<file path="src/sv/ccls_pkg.sv">
// ccls_pkg: shared types, codes and character constants for the
// character-counting line sender. No dependencies.
package ccls_pkg;

    // event kinds carried on the input side
    typedef enum logic [1:0] {
        FUNC_LINE_READY = 2'd0,
        FUNC_EXHAUSTED  = 2'd1,
        FUNC_RESPONSE   = 2'd2,
        FUNC_ABORT      = 2'd3
    } func_t;

    // link mode
    typedef enum logic [2:0] {
        MODE_STREAM = 3'd0,
        MODE_AWAIT  = 3'd1,
        MODE_FINISH = 3'd2,
        MODE_DONE   = 3'd3,
        MODE_ERROR  = 3'd4
    } mode_t;

    // error cause
    typedef enum logic [1:0] {
        CAUSE_NONE     = 2'd0,
        CAUSE_UNKNOWN  = 2'd1,
        CAUSE_ABORT    = 2'd2,
        CAUSE_OVERFLOW = 2'd3
    } cause_t;

    localparam logic [7:0] CHAR_LF = 8'h0A;
    localparam logic [7:0] CHAR_CR = 8'h0D;

    // response parser: position saturates after the longest keyword
    localparam logic [2:0] OK_LEN        = 3'd2;
    localparam logic [2:0] ERR_LEN       = 3'd5;
    localparam logic [1:0] MATCH_OK      = 2'b01;
    localparam logic [1:0] MATCH_ERR     = 2'b10;
    localparam logic [1:0] MATCH_ALL     = 2'b11;
    localparam logic [12:0] CREDIT_RESET = 13'd128;

    // queue request from the controller
    typedef struct packed {
        logic       push;
        logic       pop;
        logic [7:0] push_len;
    } q_req_t;

    // queue status toward the controller
    typedef struct packed {
        logic       empty;
        logic       full;
        logic       one_left;
        logic [7:0] head_len;
    } q_stat_t;

    // one result item
    typedef struct packed {
        logic        release_line;
        logic [7:0]  release_length;
        mode_t       mode;
        cause_t      error_cause;
        logic [31:0] lines_sent;
        logic [31:0] lines_done;
    } result_t;

    // characters of "ok"
    function automatic logic [7:0] ok_char(input logic [2:0] pos);
        logic [7:0] ch;
        case (pos)
            3'd0:    ch = 8'h6F;
            3'd1:    ch = 8'h6B;
            default: ch = 8'h00;
        endcase
        return ch;
    endfunction

    // characters of "error"
    function automatic logic [7:0] err_char(input logic [2:0] pos);
        logic [7:0] ch;
        case (pos)
            3'd0:    ch = 8'h65;
            3'd1:    ch = 8'h72;
            3'd2:    ch = 8'h72;
            3'd3:    ch = 8'h6F;
            3'd4:    ch = 8'h72;
            default: ch = 8'h00;
        endcase
        return ch;
    endfunction

endpackage

</file>
<file path="src/sv/character_counting_line_sender.sv">
// Character-counting line sender, top level: input register, controller,
// length queue and result register. Depends on ccls_pkg, ccls_ctrl, ccls_len_queue.
// A request passes through the input register, then its result is held in the result register on m_tvalid.
// Throughput: one request per cycle; the result register frees while m_tready is high, else the input stalls.
// Reset (rst_n, asynchronous): streaming mode, empty queue, counters zero, credit 128.
// The queue memory is not cleared; only entries already written are read.
module character_counting_line_sender #(
    parameter int QUEUE_DEPTH = 64,
    parameter int MAX_LINE    = 255
) (
    input  logic        clk,
    input  logic        rst_n,
    // configuration: credit_limit
    input  logic        cfg_valid,
    output logic        cfg_ready,
    input  logic [12:0] cfg_data,
    // input side
    input  logic        s_tvalid,
    output logic        s_tready,
    input  logic [15:0] s_tdata,   // line_length [7:0], rx_byte [15:8]
    input  logic [1:0]  s_tuser,   // func [1:0]
    // output side
    output logic        m_tvalid,
    input  logic        m_tready,
    output logic [79:0] m_tdata,   // release_length [7:0], mode [10:8],
                                   // error_cause [12:11], lines_sent [44:13],
                                   // lines_done [76:45], zero [79:77]
    output logic [0:0]  m_tuser    // release_line [0]
);

    logic              in_valid_reg;
    ccls_pkg::func_t   in_func_reg;
    logic [7:0]        in_len_reg;
    logic [7:0]        in_rx_reg;
    logic              advance;
    logic [12:0]       credit_reg;
    logic              out_valid_reg;
    ccls_pkg::result_t out_reg;
    ccls_pkg::result_t result;
    ccls_pkg::q_req_t  q_req;
    ccls_pkg::q_stat_t q_stat;

    // configuration register
    assign cfg_ready = 1'b1;

    always_ff @(posedge clk or negedge rst_n)
    begin
        if (!rst_n)
        begin
            credit_reg <= ccls_pkg::CREDIT_RESET;
        end
        else if (cfg_valid)
        begin
            credit_reg <= cfg_data;
        end
    end

    // stage handshake
    assign advance  = in_valid_reg && (!out_valid_reg || m_tready);
    assign s_tready = !in_valid_reg || advance;

    // input register
    always_ff @(posedge clk or negedge rst_n)
    begin
        if (!rst_n)
        begin
            in_valid_reg <= 1'b0;
        end
        else if (s_tready)
        begin
            in_valid_reg <= s_tvalid;
        end
    end

    always_ff @(posedge clk)
    begin
        if (s_tvalid && s_tready)
        begin
            in_func_reg <= ccls_pkg::func_t'(s_tuser);
            in_len_reg  <= s_tdata[7:0];
            in_rx_reg   <= s_tdata[15:8];
        end
    end

    ccls_ctrl #(
        .QUEUE_DEPTH (QUEUE_DEPTH),
        .MAX_LINE    (MAX_LINE)
    ) u_ctrl (
        .clk          (clk),
        .rst_n        (rst_n),
        .ev_valid     (advance),
        .ev_func      (in_func_reg),
        .ev_len       (in_len_reg),
        .ev_rx        (in_rx_reg),
        .credit_limit (credit_reg),
        .q_stat       (q_stat),
        .q_req        (q_req),
        .result       (result)
    );

    ccls_len_queue #(
        .QUEUE_DEPTH (QUEUE_DEPTH)
    ) u_queue (
        .clk   (clk),
        .rst_n (rst_n),
        .req   (q_req),
        .stat  (q_stat)
    );

    // result register
    always_ff @(posedge clk or negedge rst_n)
    begin
        if (!rst_n)
        begin
            out_valid_reg <= 1'b0;
        end
        else if (advance)
        begin
            out_valid_reg <= 1'b1;
        end
        else if (m_tready)
        begin
            out_valid_reg <= 1'b0;
        end
    end

    always_ff @(posedge clk)
    begin
        if (advance)
        begin
            out_reg <= result;
        end
    end

    // output packing
    assign m_tvalid       = out_valid_reg;
    assign m_tuser[0]     = out_reg.release_line;
    assign m_tdata[7:0]   = out_reg.release_length;
    assign m_tdata[10:8]  = out_reg.mode;
    assign m_tdata[12:11] = out_reg.error_cause;
    assign m_tdata[44:13] = out_reg.lines_sent;
    assign m_tdata[76:45] = out_reg.lines_done;
    assign m_tdata[79:77] = 3'd0;

endmodule

</file>
<file path="src/sv/ccls_ram.sv">
// ccls_ram: generic single-write, single-read RAM with registered read data.
// No dependencies.
module ccls_ram #(
    parameter int WIDTH = 8,
    parameter int DEPTH = 64
) (
    input  logic                     clk,
    input  logic                     we,
    input  logic [$clog2(DEPTH)-1:0] waddr,
    input  logic [WIDTH-1:0]         wdata,
    input  logic [$clog2(DEPTH)-1:0] raddr,
    output logic [WIDTH-1:0]         rdata
);

    logic [WIDTH-1:0] mem [DEPTH];

    // write port and registered read port
    always_ff @(posedge clk)
    begin
        if (we)
        begin
            mem[waddr] <= wdata;
        end
        rdata <= mem[raddr];
    end

endmodule

</file>
<file path="src/sv/ccls_len_queue.sv">
// ccls_len_queue: circular queue of outstanding line lengths, head entry
// always presented. Depends on ccls_pkg and ccls_ram.
module ccls_len_queue #(
    parameter int QUEUE_DEPTH = 64
) (
    input  logic             clk,
    input  logic             rst_n,
    input  ccls_pkg::q_req_t req,
    output ccls_pkg::q_stat_t stat
);

    localparam int ADDR_W  = $clog2(QUEUE_DEPTH);
    localparam int COUNT_W = $clog2(QUEUE_DEPTH + 1);

    logic [ADDR_W-1:0]  head_reg, head_next;
    logic [ADDR_W-1:0]  tail_reg, tail_next;
    logic [COUNT_W-1:0] count_reg, count_next;
    logic               bypass_reg, bypass_next;
    logic [7:0]         bypass_data_reg;
    logic [7:0]         ram_q;

    // wrapping pointer advance
    function automatic logic [ADDR_W-1:0] ptr_inc(input logic [ADDR_W-1:0] p);
        return (p == ADDR_W'(QUEUE_DEPTH - 1)) ? '0 : p + 1'b1;
    endfunction

    // pointer and count update
    always_comb
    begin
        head_next  = req.pop  ? ptr_inc(head_reg) : head_reg;
        tail_next  = req.push ? ptr_inc(tail_reg) : tail_reg;
        count_next = count_reg;
        if (req.push && !req.pop)
        begin
            count_next = count_reg + 1'b1;
        end
        else if (req.pop && !req.push)
        begin
            count_next = count_reg - 1'b1;
        end
        // a write to the entry being read is not yet in the registered RAM read data
        bypass_next = req.push && (tail_reg == head_next);
    end

    always_ff @(posedge clk or negedge rst_n)
    begin
        if (!rst_n)
        begin
            head_reg   <= '0;
            tail_reg   <= '0;
            count_reg  <= '0;
            bypass_reg <= 1'b0;
        end
        else
        begin
            head_reg   <= head_next;
            tail_reg   <= tail_next;
            count_reg  <= count_next;
            bypass_reg <= bypass_next;
        end
    end

    // bypass data, no reset needed
    always_ff @(posedge clk)
    begin
        bypass_data_reg <= req.push_len;
    end

    // storage, read address follows the next head
    ccls_ram #(
        .WIDTH (8),
        .DEPTH (QUEUE_DEPTH)
    ) u_ram (
        .clk   (clk),
        .we    (req.push),
        .waddr (tail_reg),
        .wdata (req.push_len),
        .raddr (head_next),
        .rdata (ram_q)
    );

    // status
    always_comb
    begin
        stat.empty    = (count_reg == '0);
        stat.full     = (count_reg == COUNT_W'(QUEUE_DEPTH));
        stat.one_left = (count_reg == COUNT_W'(1));
        stat.head_len = bypass_reg ? bypass_data_reg : ram_q;
    end

    // checks
    a_no_pop_empty: assert property (@(posedge clk) disable iff (!rst_n)
        !(req.pop && count_reg == '0))
        else $error("pop from empty length queue");
    a_no_push_full: assert property (@(posedge clk) disable iff (!rst_n)
        !(req.push && count_reg == COUNT_W'(QUEUE_DEPTH)))
        else $error("push into full length queue");

endmodule

</file>
<file path="src/sv/ccls_ctrl.sv">
// ccls_ctrl: event handling, credit accounting and response parsing.
// Depends on ccls_pkg.
module ccls_ctrl #(
    parameter int QUEUE_DEPTH = 64,
    parameter int MAX_LINE    = 255
) (
    input  logic               clk,
    input  logic               rst_n,
    input  logic               ev_valid,
    input  ccls_pkg::func_t    ev_func,
    input  logic [7:0]         ev_len,
    input  logic [7:0]         ev_rx,
    input  logic [12:0]        credit_limit,
    input  ccls_pkg::q_stat_t  q_stat,
    output ccls_pkg::q_req_t   q_req,
    output ccls_pkg::result_t  result
);

    localparam int SUM_W = $clog2(QUEUE_DEPTH * MAX_LINE + 1);
    localparam int CMP_W = ((SUM_W > 13) ? SUM_W : 13) + 1;

    ccls_pkg::mode_t  mode_reg, mode_next;
    ccls_pkg::cause_t cause_reg, cause_next;
    logic [SUM_W-1:0] sum_reg, sum_next;
    logic             held_valid_reg, held_valid_next;
    logic [7:0]       held_len_reg, held_len_next;
    logic [2:0]       reply_pos_reg, reply_pos_next;
    logic [1:0]       reply_match_reg, reply_match_next;
    logic [31:0]      sent_reg, sent_next;
    logic [31:0]      done_reg, done_next;

    logic [7:0]       len_sat;
    logic [CMP_W-1:0] limit_eff;
    logic [CMP_W-1:0] sum_push;
    logic [CMP_W-1:0] sum_pop;
    logic             reply_ok;
    logic             rel;
    logic [7:0]       rel_len;

    // operands shared by the event paths
    always_comb
    begin
        len_sat   = (ev_len > 8'(MAX_LINE)) ? 8'(MAX_LINE) : ev_len;
        limit_eff = (credit_limit == '0) ? CMP_W'(1) : CMP_W'(credit_limit);
        sum_push  = CMP_W'(sum_reg) + CMP_W'(len_sat);
        sum_pop   = q_stat.empty ? CMP_W'(sum_reg)
                                 : CMP_W'(sum_reg) - CMP_W'(q_stat.head_len);
        reply_ok  = (reply_match_reg[0] && reply_pos_reg >= ccls_pkg::OK_LEN) ||
                    (reply_match_reg[1] && reply_pos_reg >= ccls_pkg::ERR_LEN);
    end

    // next state per event
    always_comb
    begin
        mode_next        = mode_reg;
        cause_next       = cause_reg;
        sum_next         = sum_reg;
        held_valid_next  = held_valid_reg;
        held_len_next    = held_len_reg;
        reply_pos_next   = reply_pos_reg;
        reply_match_next = reply_match_reg;
        sent_next        = sent_reg;
        done_next        = done_reg;
        q_req.push       = 1'b0;
        q_req.pop        = 1'b0;
        q_req.push_len   = len_sat;
        rel              = 1'b0;
        rel_len          = 8'd0;

        if (ev_valid)
        begin
            case (ev_func)
                ccls_pkg::FUNC_ABORT:
                begin
                    mode_next  = ccls_pkg::MODE_ERROR;
                    cause_next = ccls_pkg::CAUSE_ABORT;
                end
                ccls_pkg::FUNC_LINE_READY:
                begin
                    if (mode_reg == ccls_pkg::MODE_STREAM && ev_len != 8'd0)
                    begin
                        if (q_stat.full)
                        begin
                            mode_next  = ccls_pkg::MODE_ERROR;
                            cause_next = ccls_pkg::CAUSE_OVERFLOW;
                        end
                        else
                        begin
                            q_req.push = 1'b1;
                            sum_next   = SUM_W'(sum_push);
                            if (sum_push >= limit_eff)
                            begin
                                held_valid_next = 1'b1;
                                held_len_next   = len_sat;
                                mode_next       = ccls_pkg::MODE_AWAIT;
                            end
                            else
                            begin
                                rel       = 1'b1;
                                rel_len   = len_sat;
                                sent_next = sent_reg + 32'd1;
                            end
                        end
                    end
                end
                ccls_pkg::FUNC_EXHAUSTED:
                begin
                    if (mode_reg == ccls_pkg::MODE_STREAM)
                    begin
                        mode_next = q_stat.empty ? ccls_pkg::MODE_DONE
                                                 : ccls_pkg::MODE_FINISH;
                    end
                end
                ccls_pkg::FUNC_RESPONSE:
                begin
                    if (mode_reg == ccls_pkg::MODE_FINISH)
                    begin
                        // draining: only newlines count
                        if (ev_rx == ccls_pkg::CHAR_LF)
                        begin
                            q_req.pop = !q_stat.empty;
                            sum_next  = SUM_W'(sum_pop);
                            done_next = done_reg + 32'd1;
                            if (q_stat.empty || q_stat.one_left)
                            begin
                                mode_next = ccls_pkg::MODE_DONE;
                            end
                        end
                    end
                    else if ((mode_reg == ccls_pkg::MODE_STREAM ||
                              mode_reg == ccls_pkg::MODE_AWAIT) &&
                             ev_rx != ccls_pkg::CHAR_CR)
                    begin
                        if (ev_rx == ccls_pkg::CHAR_LF)
                        begin
                            // end of a response line
                            reply_pos_next   = 3'd0;
                            reply_match_next = ccls_pkg::MATCH_ALL;
                            if (!reply_ok)
                            begin
                                mode_next  = ccls_pkg::MODE_ERROR;
                                cause_next = ccls_pkg::CAUSE_UNKNOWN;
                            end
                            else
                            begin
                                q_req.pop = !q_stat.empty;
                                sum_next  = SUM_W'(sum_pop);
                                done_next = done_reg + 32'd1;
                                if (mode_reg == ccls_pkg::MODE_AWAIT &&
                                    held_valid_reg && sum_pop < limit_eff)
                                begin
                                    rel             = 1'b1;
                                    rel_len         = held_len_reg;
                                    sent_next       = sent_reg + 32'd1;
                                    held_valid_next = 1'b0;
                                    held_len_next   = 8'd0;
                                    mode_next       = ccls_pkg::MODE_STREAM;
                                end
                            end
                        end
                        else
                        begin
                            // keyword matching
                            if (reply_pos_reg < ccls_pkg::OK_LEN &&
                                ev_rx != ccls_pkg::ok_char(reply_pos_reg))
                            begin
                                reply_match_next = reply_match_next & ~ccls_pkg::MATCH_OK;
                            end
                            if (reply_pos_reg < ccls_pkg::ERR_LEN &&
                                ev_rx != ccls_pkg::err_char(reply_pos_reg))
                            begin
                                reply_match_next = reply_match_next & ~ccls_pkg::MATCH_ERR;
                            end
                            if (reply_pos_reg < ccls_pkg::ERR_LEN)
                            begin
                                reply_pos_next = reply_pos_reg + 3'd1;
                            end
                        end
                    end
                end
                default:
                begin
                    mode_next = mode_reg;
                end
            endcase
        end

        result.release_line   = rel;
        result.release_length = rel_len;
        result.mode           = mode_next;
        result.error_cause    = cause_next;
        result.lines_sent     = sent_next;
        result.lines_done     = done_next;
    end

    // state registers
    always_ff @(posedge clk or negedge rst_n)
    begin
        if (!rst_n)
        begin
            mode_reg        <= ccls_pkg::MODE_STREAM;
            cause_reg       <= ccls_pkg::CAUSE_NONE;
            sum_reg         <= '0;
            held_valid_reg  <= 1'b0;
            held_len_reg    <= 8'd0;
            reply_pos_reg   <= 3'd0;
            reply_match_reg <= ccls_pkg::MATCH_ALL;
            sent_reg        <= 32'd0;
            done_reg        <= 32'd0;
        end
        else
        begin
            mode_reg        <= mode_next;
            cause_reg       <= cause_next;
            sum_reg         <= sum_next;
            held_valid_reg  <= held_valid_next;
            held_len_reg    <= held_len_next;
            reply_pos_reg   <= reply_pos_next;
            reply_match_reg <= reply_match_next;
            sent_reg        <= sent_next;
            done_reg        <= done_next;
        end
    end

    // checks
    a_sum_empty: assert property (@(posedge clk) disable iff (!rst_n)
        q_stat.empty |-> sum_reg == '0)
        else $error("outstanding sum nonzero with empty queue");
    a_await_held: assert property (@(posedge clk) disable iff (!rst_n)
        mode_reg == ccls_pkg::MODE_AWAIT |-> held_valid_reg)
        else $error("awaiting response without a held line");
    a_release_len: assert property (@(posedge clk) disable iff (!rst_n)
        rel |-> rel_len != 8'd0)
        else $error("release with zero length");

endmodule
</file>
<file path="config.mk">
export PLATFORM = sky130hd
export DESIGN_NAME = character_counting_line_sender
export DESIGN_NICKNAME = d
export VERILOG_FILES = /design/src/sv/ccls_pkg.sv /design/src/sv/character_counting_line_sender.sv /design/src/sv/ccls_ram.sv /design/src/sv/ccls_len_queue.sv /design/src/sv/ccls_ctrl.sv
export SDC_FILE = /design/constraint.sdc
export NUM_CORES = 1
export LEC_CHECK = 0
export BUFFER_PORTS_ARGS = -buffer_cell sky130_fd_sc_hd__buf_2
export CORE_ASPECT_RATIO = 0.7
export CORE_MARGIN = 8
export CORE_UTILIZATION = 50
export DETAILED_ROUTE_END_ITERATION = 10
export PLACE_DENSITY = 0.66
export SLEW_MARGIN = 20
export SYNTH_ARGS = -nofsm -noshare
export SYNTH_HDL_FRONTEND = slang
export SYNTH_SLANG_ARGS = --single-unit
</file>
<file path="constraint.sdc">
create_clock -name clk -period 12.2 [get_ports clk]
set_clock_uncertainty 0.1 [all_clocks]
set_input_delay 2.44 -clock clk [delete_from_list [all_inputs] [get_ports clk]]
set_output_delay 2.44 -clock clk [all_outputs]
set_load 0.01 [all_outputs]
</file>
==> results.toml, run 1 <==
[outcome]
status = "finished, final reports clean"

[layout]
fin_area_um2 = 35860
insertedDiodeCount = 0
syn_to_final_growth_pct = 11.21
largest_reg_flops = 512
nFillCells = 5195
final_cells = 3623
final_layout_size_suffix_gt1_share_pct = 10.10
multi_input_area_um2 = 9560
register_area_um2 = 21880
nets = 2820
top_register = "u_queue.u_ram.mem"

[critical_path]
crit_top_cell = "nand2_1"
critPathRequiredTime_ns = 12.35
slowest_stage = "nor2_1"
crit_arrival_ns = 7.37
cp-end-kind = "register"
critPathBufInv = 3
path_cells = "buf_2, nand2b_1, nand2_1, clkinv_2, nand2_1, a21o_1, a21oi_1, nand2_1, inv_1, nand4b_1, nor2_1"
path_class = "in -> reg"
crit_fanout = 16
max_stage_delay_ns = 0.93
startpoint_type = "input port"
crit_family = "simple AND/OR/NAND/NOR gates"

[drt]
drt-total-wl_um = 84560
vias = 21930
antenna_left = 0
wire_per_inst_um = 23.34
drc = 0
firstDrtPassIters = 5
drt-initial-drc-count = 3136
viasPerCell = 6.052
wl_met1_um = 37720
wl_met2_um = 34670
wl_met3_um = 10240
highest_layer = "met5"

[floorplan]
rows = 78
die_w_um = 319.5
io_pins = 120
core-area_um2 = 64310
fp.dieArea_um2 = 73000
die_h_um = 228.5
initial_core_util_pct = 50.13

[yosys]
synth_async_sr_flop_share_pct = 17.46
synth_cell_type_count = 78
synth_mux_area_share_pct = 0.4424
synth-simple-area-share_pct = 15.20
synth-compound-area-share_pct = 9.143
syn_inst = 2652
synthXorXnorAreaFrac_pct = 2.445
synth_area_per_cell_um2 = 12.16
ys_warn_count = 0
yosys-top-cells-area = "edfxtp_1, dfrtp_1, nand2_1, nand3_1, ha_1"
synth_ff_type = "edfxtp_1"
synth.top_cell.area_share_pct = 56.63
ys_seq_area_share_pct = 67.88
synth_top_cell_by_area = "edfxtp_1"
synth_area_um2 = 32240
synth-adder-area-share_pct = 2.259
synth_edf_count = 608
synth_top_family_by_area = "simple AND/OR/NAND/NOR gates"
ys_ff_latch = 756

[pwr]
leakagePower_nw = 13.19
p_total_mw = 6.033
ir_drop_mv = 0.1331
p_per_area_nw_per_um2 = 168.3

[clocking]
clock-root-buffer = "clkbuf_16"
cts_tree = "built"
cts_buffers = 72
ctsResizeCount = 0
cts-htree-levels = 3
ctsHoldBuffers = 0
clk_latency_ns = 0.63
clock_path_buffers = 3
clk_transition_reported_paths_ns = 0.06
clock_sinks = 756
post_cts_buffers = 0

[placed_design]
pre_cts_ws_ns = 4.357
dp_cells = 3493
hpwl_um = 54130
gp_congestion = 0.8723
io_buffers = 115
placed_area_um2 = 33480

[global_routing]
grt-ovfl-total = 0
grt_max_degree = 190
grt_pass1_wl_um = 127200
grt_util_all_layers_pct = 22.51
grt_pass1_vias = 20820
antenna_found_initial = 5

[timing]
worst_pin_slew_ns = 1.255
fin_crit_sh_pct = 59.13
drv_slew = 0
maxSlewHeadroom_pct = 15.55
max_freq_ghz = 0.1386
setup_viol = 0
min_period_ns = 7.213
rsz0062_at_grt = "no"
hold_violations = 0
setup_tns_ns = 0
fin_ws_ns = 4.987

[min_path]
hold_path.class = "reg -> reg"

[job]
maxCapViolations = 0
==> power breakdown <==
| group | internal (mW) | switching [mW] |
|---|---|---|
| combinational | 0.303 | 0.512 |
| sequential | 2.87 | 0.0891 |
| clock | 1.30 | 0.954 |
| total | 4.48 | 1.55 |
==> placed cells by master, fill, tap and decap left out, types with 7 or more instances in the layout <==
master	count
xor2_1	44
clkbuf_16	74
edfxtp_1	608
buf_2	114
nor2b_1	10
xnor2_1	46
clkinv_1	12
nand4_1	20
mux2i_1	12
clkbuf_1	18
inv_1	44
nand2_1	536
o21ai_0	79
or3_1	8
and3_1	76
dfxtp_1	16
nor4_1	25
clkinv_2	8
dfrtp_1	129
a31oi_1	75
o31ai_1	9
o22ai_1	30
buf_4	28
a22o_1	16
nor2_1	131
nand2b_1	10
a211oi_1	65
a21o_1	20
nand3_1	166
a21oi_1	110
ha_1	55
o32ai_1	7
or2_2	11
bufinv_16	7
nor3_1	39
nand3b_1	7
==> cell type report <==
cell class / count / area share, %
Sequential cell: 756 / 61.03
Multi-Input combinational cell: 1704 / 26.66
Clock buffer: 98 / 5.583
Tap cell: 840 / 2.931
Timing Repair Buffer: 144 / 2.265
Clock inverter: 32 / 0.9945
Inverter: 49 / 0.5304
==> cells by family after synthesis <==
family | count (synthesis)
other | 2
muxes | 14
DFF | 756
and+or+nand+nor | 1077
buffers and inverters | 194
adders and majority gates | 57
AOI/OAI and AO/OA | 462
xor gates and xnor gates | 90
==> cells in the mapped netlist (28+ instances only) <==
cell type  instances
a211oi_1          65
a21oi_1          110
a31oi_1           75
and3_1            76
buf_2             40
clkbuf_1          78
dfrtp_1          129
edfxtp_1         608
ha_1              55
inv_1             45
nand2_1          536
nand3_1          166
nor2_1           131
nor3_1            39
nor4_1            28
o21ai_0           79
o22ai_1           30
xnor2_1           46
xor2_1            44
==> worst register-to-register path, delay by kind of cell (launching register included) <==
kind                   cells  cell delay, ns
AOI/OAI and AO/OA          4            0.93
buffers and inverters      3            1.69
and+or+nand+nor            6            3.27
DFF                        1            0.70
==> routing by layer <==
metal / GRT usage (%) / vias up
li1: - / 9883
met4: 5.826 / 4
met5: 0 / -
met1: 33.72 / 10780
met3: 7.561 / 144
met2: 31.16 / 1119
==> worst paths after layout <==
path	from	to	slack (ns)	cells after the start
worst max-delay path	m_tready	u_queue.u_ram.mem[46][3]	4.99	11
worst min-delay path	u_ctrl.sent_reg[31]	u_ctrl.sent_reg[31]	0.36	1
worst max register to register	in_func_reg[1]	u_queue.u_ram.rdata[3]	5.44	13
worst min register to register	u_ctrl.sent_reg[31]	u_ctrl.sent_reg[31]	0.36	1
max in group asynchronous	rst_n	u_ctrl.sent_reg[10]	8.92	2
min in group asynchronous	rst_n	u_ctrl.done_reg[14]	1.75	1
==> stage by stage <==
stage | hold slack, ns | util [%]
finish | 0.3612 | 55.75
global route | 0.3726 | 55.75
CTS | 0.3632 | 55.72
detailed placement | 0.3471 | 52.06
global placement | 0.3518 | 52.06
floorplan | 0.3325 | -
(Power assumes the default switching activity.)
==> inputs of run 2 (changes only) <==
- ABC_AREA: not set -> 1
- PLACE_DENSITY: 0.66 -> 0.68
- clock period: 12.2 -> 6.3 ns (I/O delays scaled with it)
==> results.toml, run 2 <==
[drt]
wire_per_inst_um = 20.93
drt-total-wl_um = 100800
drt-initial-drc-count = 3694
vias = 27250
viasPerCell = 5.657
firstDrtPassIters = 6
antenna_left = 0
drc = 0

[global_routing]
grt_pass1_wl_um = 154800
antenna_found_initial = 3
grt_max_degree = 133
grt_pass1_vias = 25380
grt_util_all_layers_pct = 23.93
grt-ovfl-total = 0

[placed_design]
io_buffers = 115
gp_congestion = 0.9415
placed_area_um2 = 37810
hpwl_um = 64110
dp_cells = 4684

[yosys]
synth_top_cell_by_area = "edfxtp_1"
synth_cell_type_count = 61
synth_async_sr_flop_share_pct = 17.46
ys_warn_count = 0
ys_ff_latch = 756
syn_inst = 3730
synth_ff_type = "edfxtp_1"
synth_area_um2 = 36410
synth_edf_count = 608
ys_top_cells_by_count = "nand2_1, nand3_1, edfxtp_1"
synth_area_per_cell_um2 = 9.762
yosys-top-cells-area = "edfxtp_1, dfrtp_1, nand3_1, nand2_1, inv_1"
ys_seq_area_share_pct = 60.10
synth.most_common_cell = "nand2_1"
synth.top_cell.area_share_pct = 50.14

[clocking]
clock-root-buffer = "clkbuf_16"
ctsResizeCount = 0
clock_path_buffers = 3
clock_sinks = 756
clk_latency_ns = 0.64
ctsHoldBuffers = 0
clk_transition_reported_paths_ns = 0.06
cts_buffers = 73
cts_tree = "built"
cts-htree-levels = 3
post_cts_buffers = 0

[floorplan]
fp.dieArea_um2 = 81850
core-area_um2 = 71820
die_h_um = 241.8
die_w_um = 338.5
rows = 82
initial_core_util_pct = 50.70
io_pins = 120

[timing]
max_freq_ghz = 0.1914
whs_ns = 0.3755
drv_slew = 0
rsz0062_at_grt = "no"
setup_tns_ns = 0
worst_pin_slew_ns = 1.057
hold_violations = 0
fin_crit_sh_pct = 82.94
min_period_ns = 5.225
setup_viol = 0
maxSlewHeadroom_pct = 29.34

[critical_path]
cp-end-kind = "register"
ff2ff_path_depth = 21
startpoint_type = "register"
crit_arrival_ns = 5.61
critPathRequiredTime_ns = 6.68
path_class = "reg -> reg"
crit_fanout = 23

[layout]
final_common_cell = "nand2_1"
fin_area_um2 = 40250
mostFrequentLayoutCells = "nand2_1, nand3_1, edfxtp_1, inv_1, nor2_1"
nets = 3886
top_register = "u_queue.u_ram.mem"
final_layout_size_suffix_gt1_share_pct = 8.494
final_cells = 4817
utilization_pct = 56.05
syn_to_final_growth_pct = 10.55
largest_reg_flops = 512

[outcome]
status = "finished, final reports clean"

[pwr]
leakagePower_nw = 16.41
ir_drop_mv = 0.2095
p_per_area_nw_per_um2 = 322.6

[min_path]
hold_path.class = "reg -> reg"
hold_depth = 2

[job]
maxCapViolations = 0
[run 2: per-layer routing]
layer  share of wire, %  GRT usage (%)  up-vias  wire, um
li1                   -              -    12740         -
met1                 46          37.49    12980     45940
met2                 41          32.66     1406     40990
met3                 12          6.908      136     12120
met4                1.8          4.723        0      1782
met5                  0              0        -         0
[run 2: stage by stage]
step                      setup WS (ns)  power, mW
after global routing             0.7034      13.56
after floorplan                   1.566      7.698
after detailed placement          1.273      8.484
final                             1.075      12.98
after global placement            1.265      8.453
after CTS                         1.248      12.99
[run 2: layout make-up]
class                   count  area (um^2)
diodes                      1        2.502
well taps                 966         1209
inverters                 549         2068
fillers                  6221        31570
multi-input cells        2255        11660
repair buffers            158        979.7
clock inverters            47        508.0
clock buffers              85         1934
flip-flops and latches    756        21880
[run 2: worst max-delay path: stages, from the launching register on]
cell and delay, ns:
edfxtp_1 0.57, ha_1 0.43, a21oi_1 0.23, o211ai_1 0.21, nand2_1 0.14, nor2_1 0.05
nor2_1 0.23, xor2_1 0.33, ha_1 0.30, nand2_1 0.09, o21ai_0 0.09, nor2_1 0.09
o21ai_0 0.22, nand2_1 0.17, nand2_1 0.09, nor2_2 0.30, nand3_2 0.29, nand2_2 0.49
inv_1 0.24, o21ai_0 0.23, nand2_1 0.07, nand2_1 0.11
[run 2: logic make-up (layout without fill, tap and decap cells)]
kind of cell / count (synthesis) / after routing / synth area share [%]
simple gates: 1827 / 1827 / 23.61
flops: 756 / 756 / 60.10
buf+inv: 721 / 839 / 7.962
compound gates: 304 / 304 / 4.739
fa+ha+maj: 57 / 57 / 2.000
xor+xnor: 55 / 55 / 1.344
mux: 8 / 8 / 0.2234
other cells: 2 / 5 / 0.02063
[run 2: path summary, 6_finish.rpt]
check / start / end / slack, ns
max reg2reg: in_len_reg[2] / m_tdata[20] / 1.07
min in group asynchronous: rst_n / u_ctrl.done_reg[29] / 0.60
min: u_ctrl.reply_match_reg[0] / u_ctrl.reply_match_reg[0] / 0.38
max: in_len_reg[2] / m_tdata[20] / 1.07
min reg2reg: u_ctrl.reply_match_reg[0] / u_ctrl.reply_match_reg[0] / 0.38
max in group asynchronous: rst_n / u_ctrl.sent_reg[12] / 4.20
[run 2: report_power, final]
group	internal [mW]	leakage [nW]	total (mW)	switching (mW)
sequential	5.80	7.31	6.10	0.303
combinational	0.747	7.90	2.35	1.61
clock	2.59	1.19	4.53	1.94
total	9.13	16.4	13.0	3.85
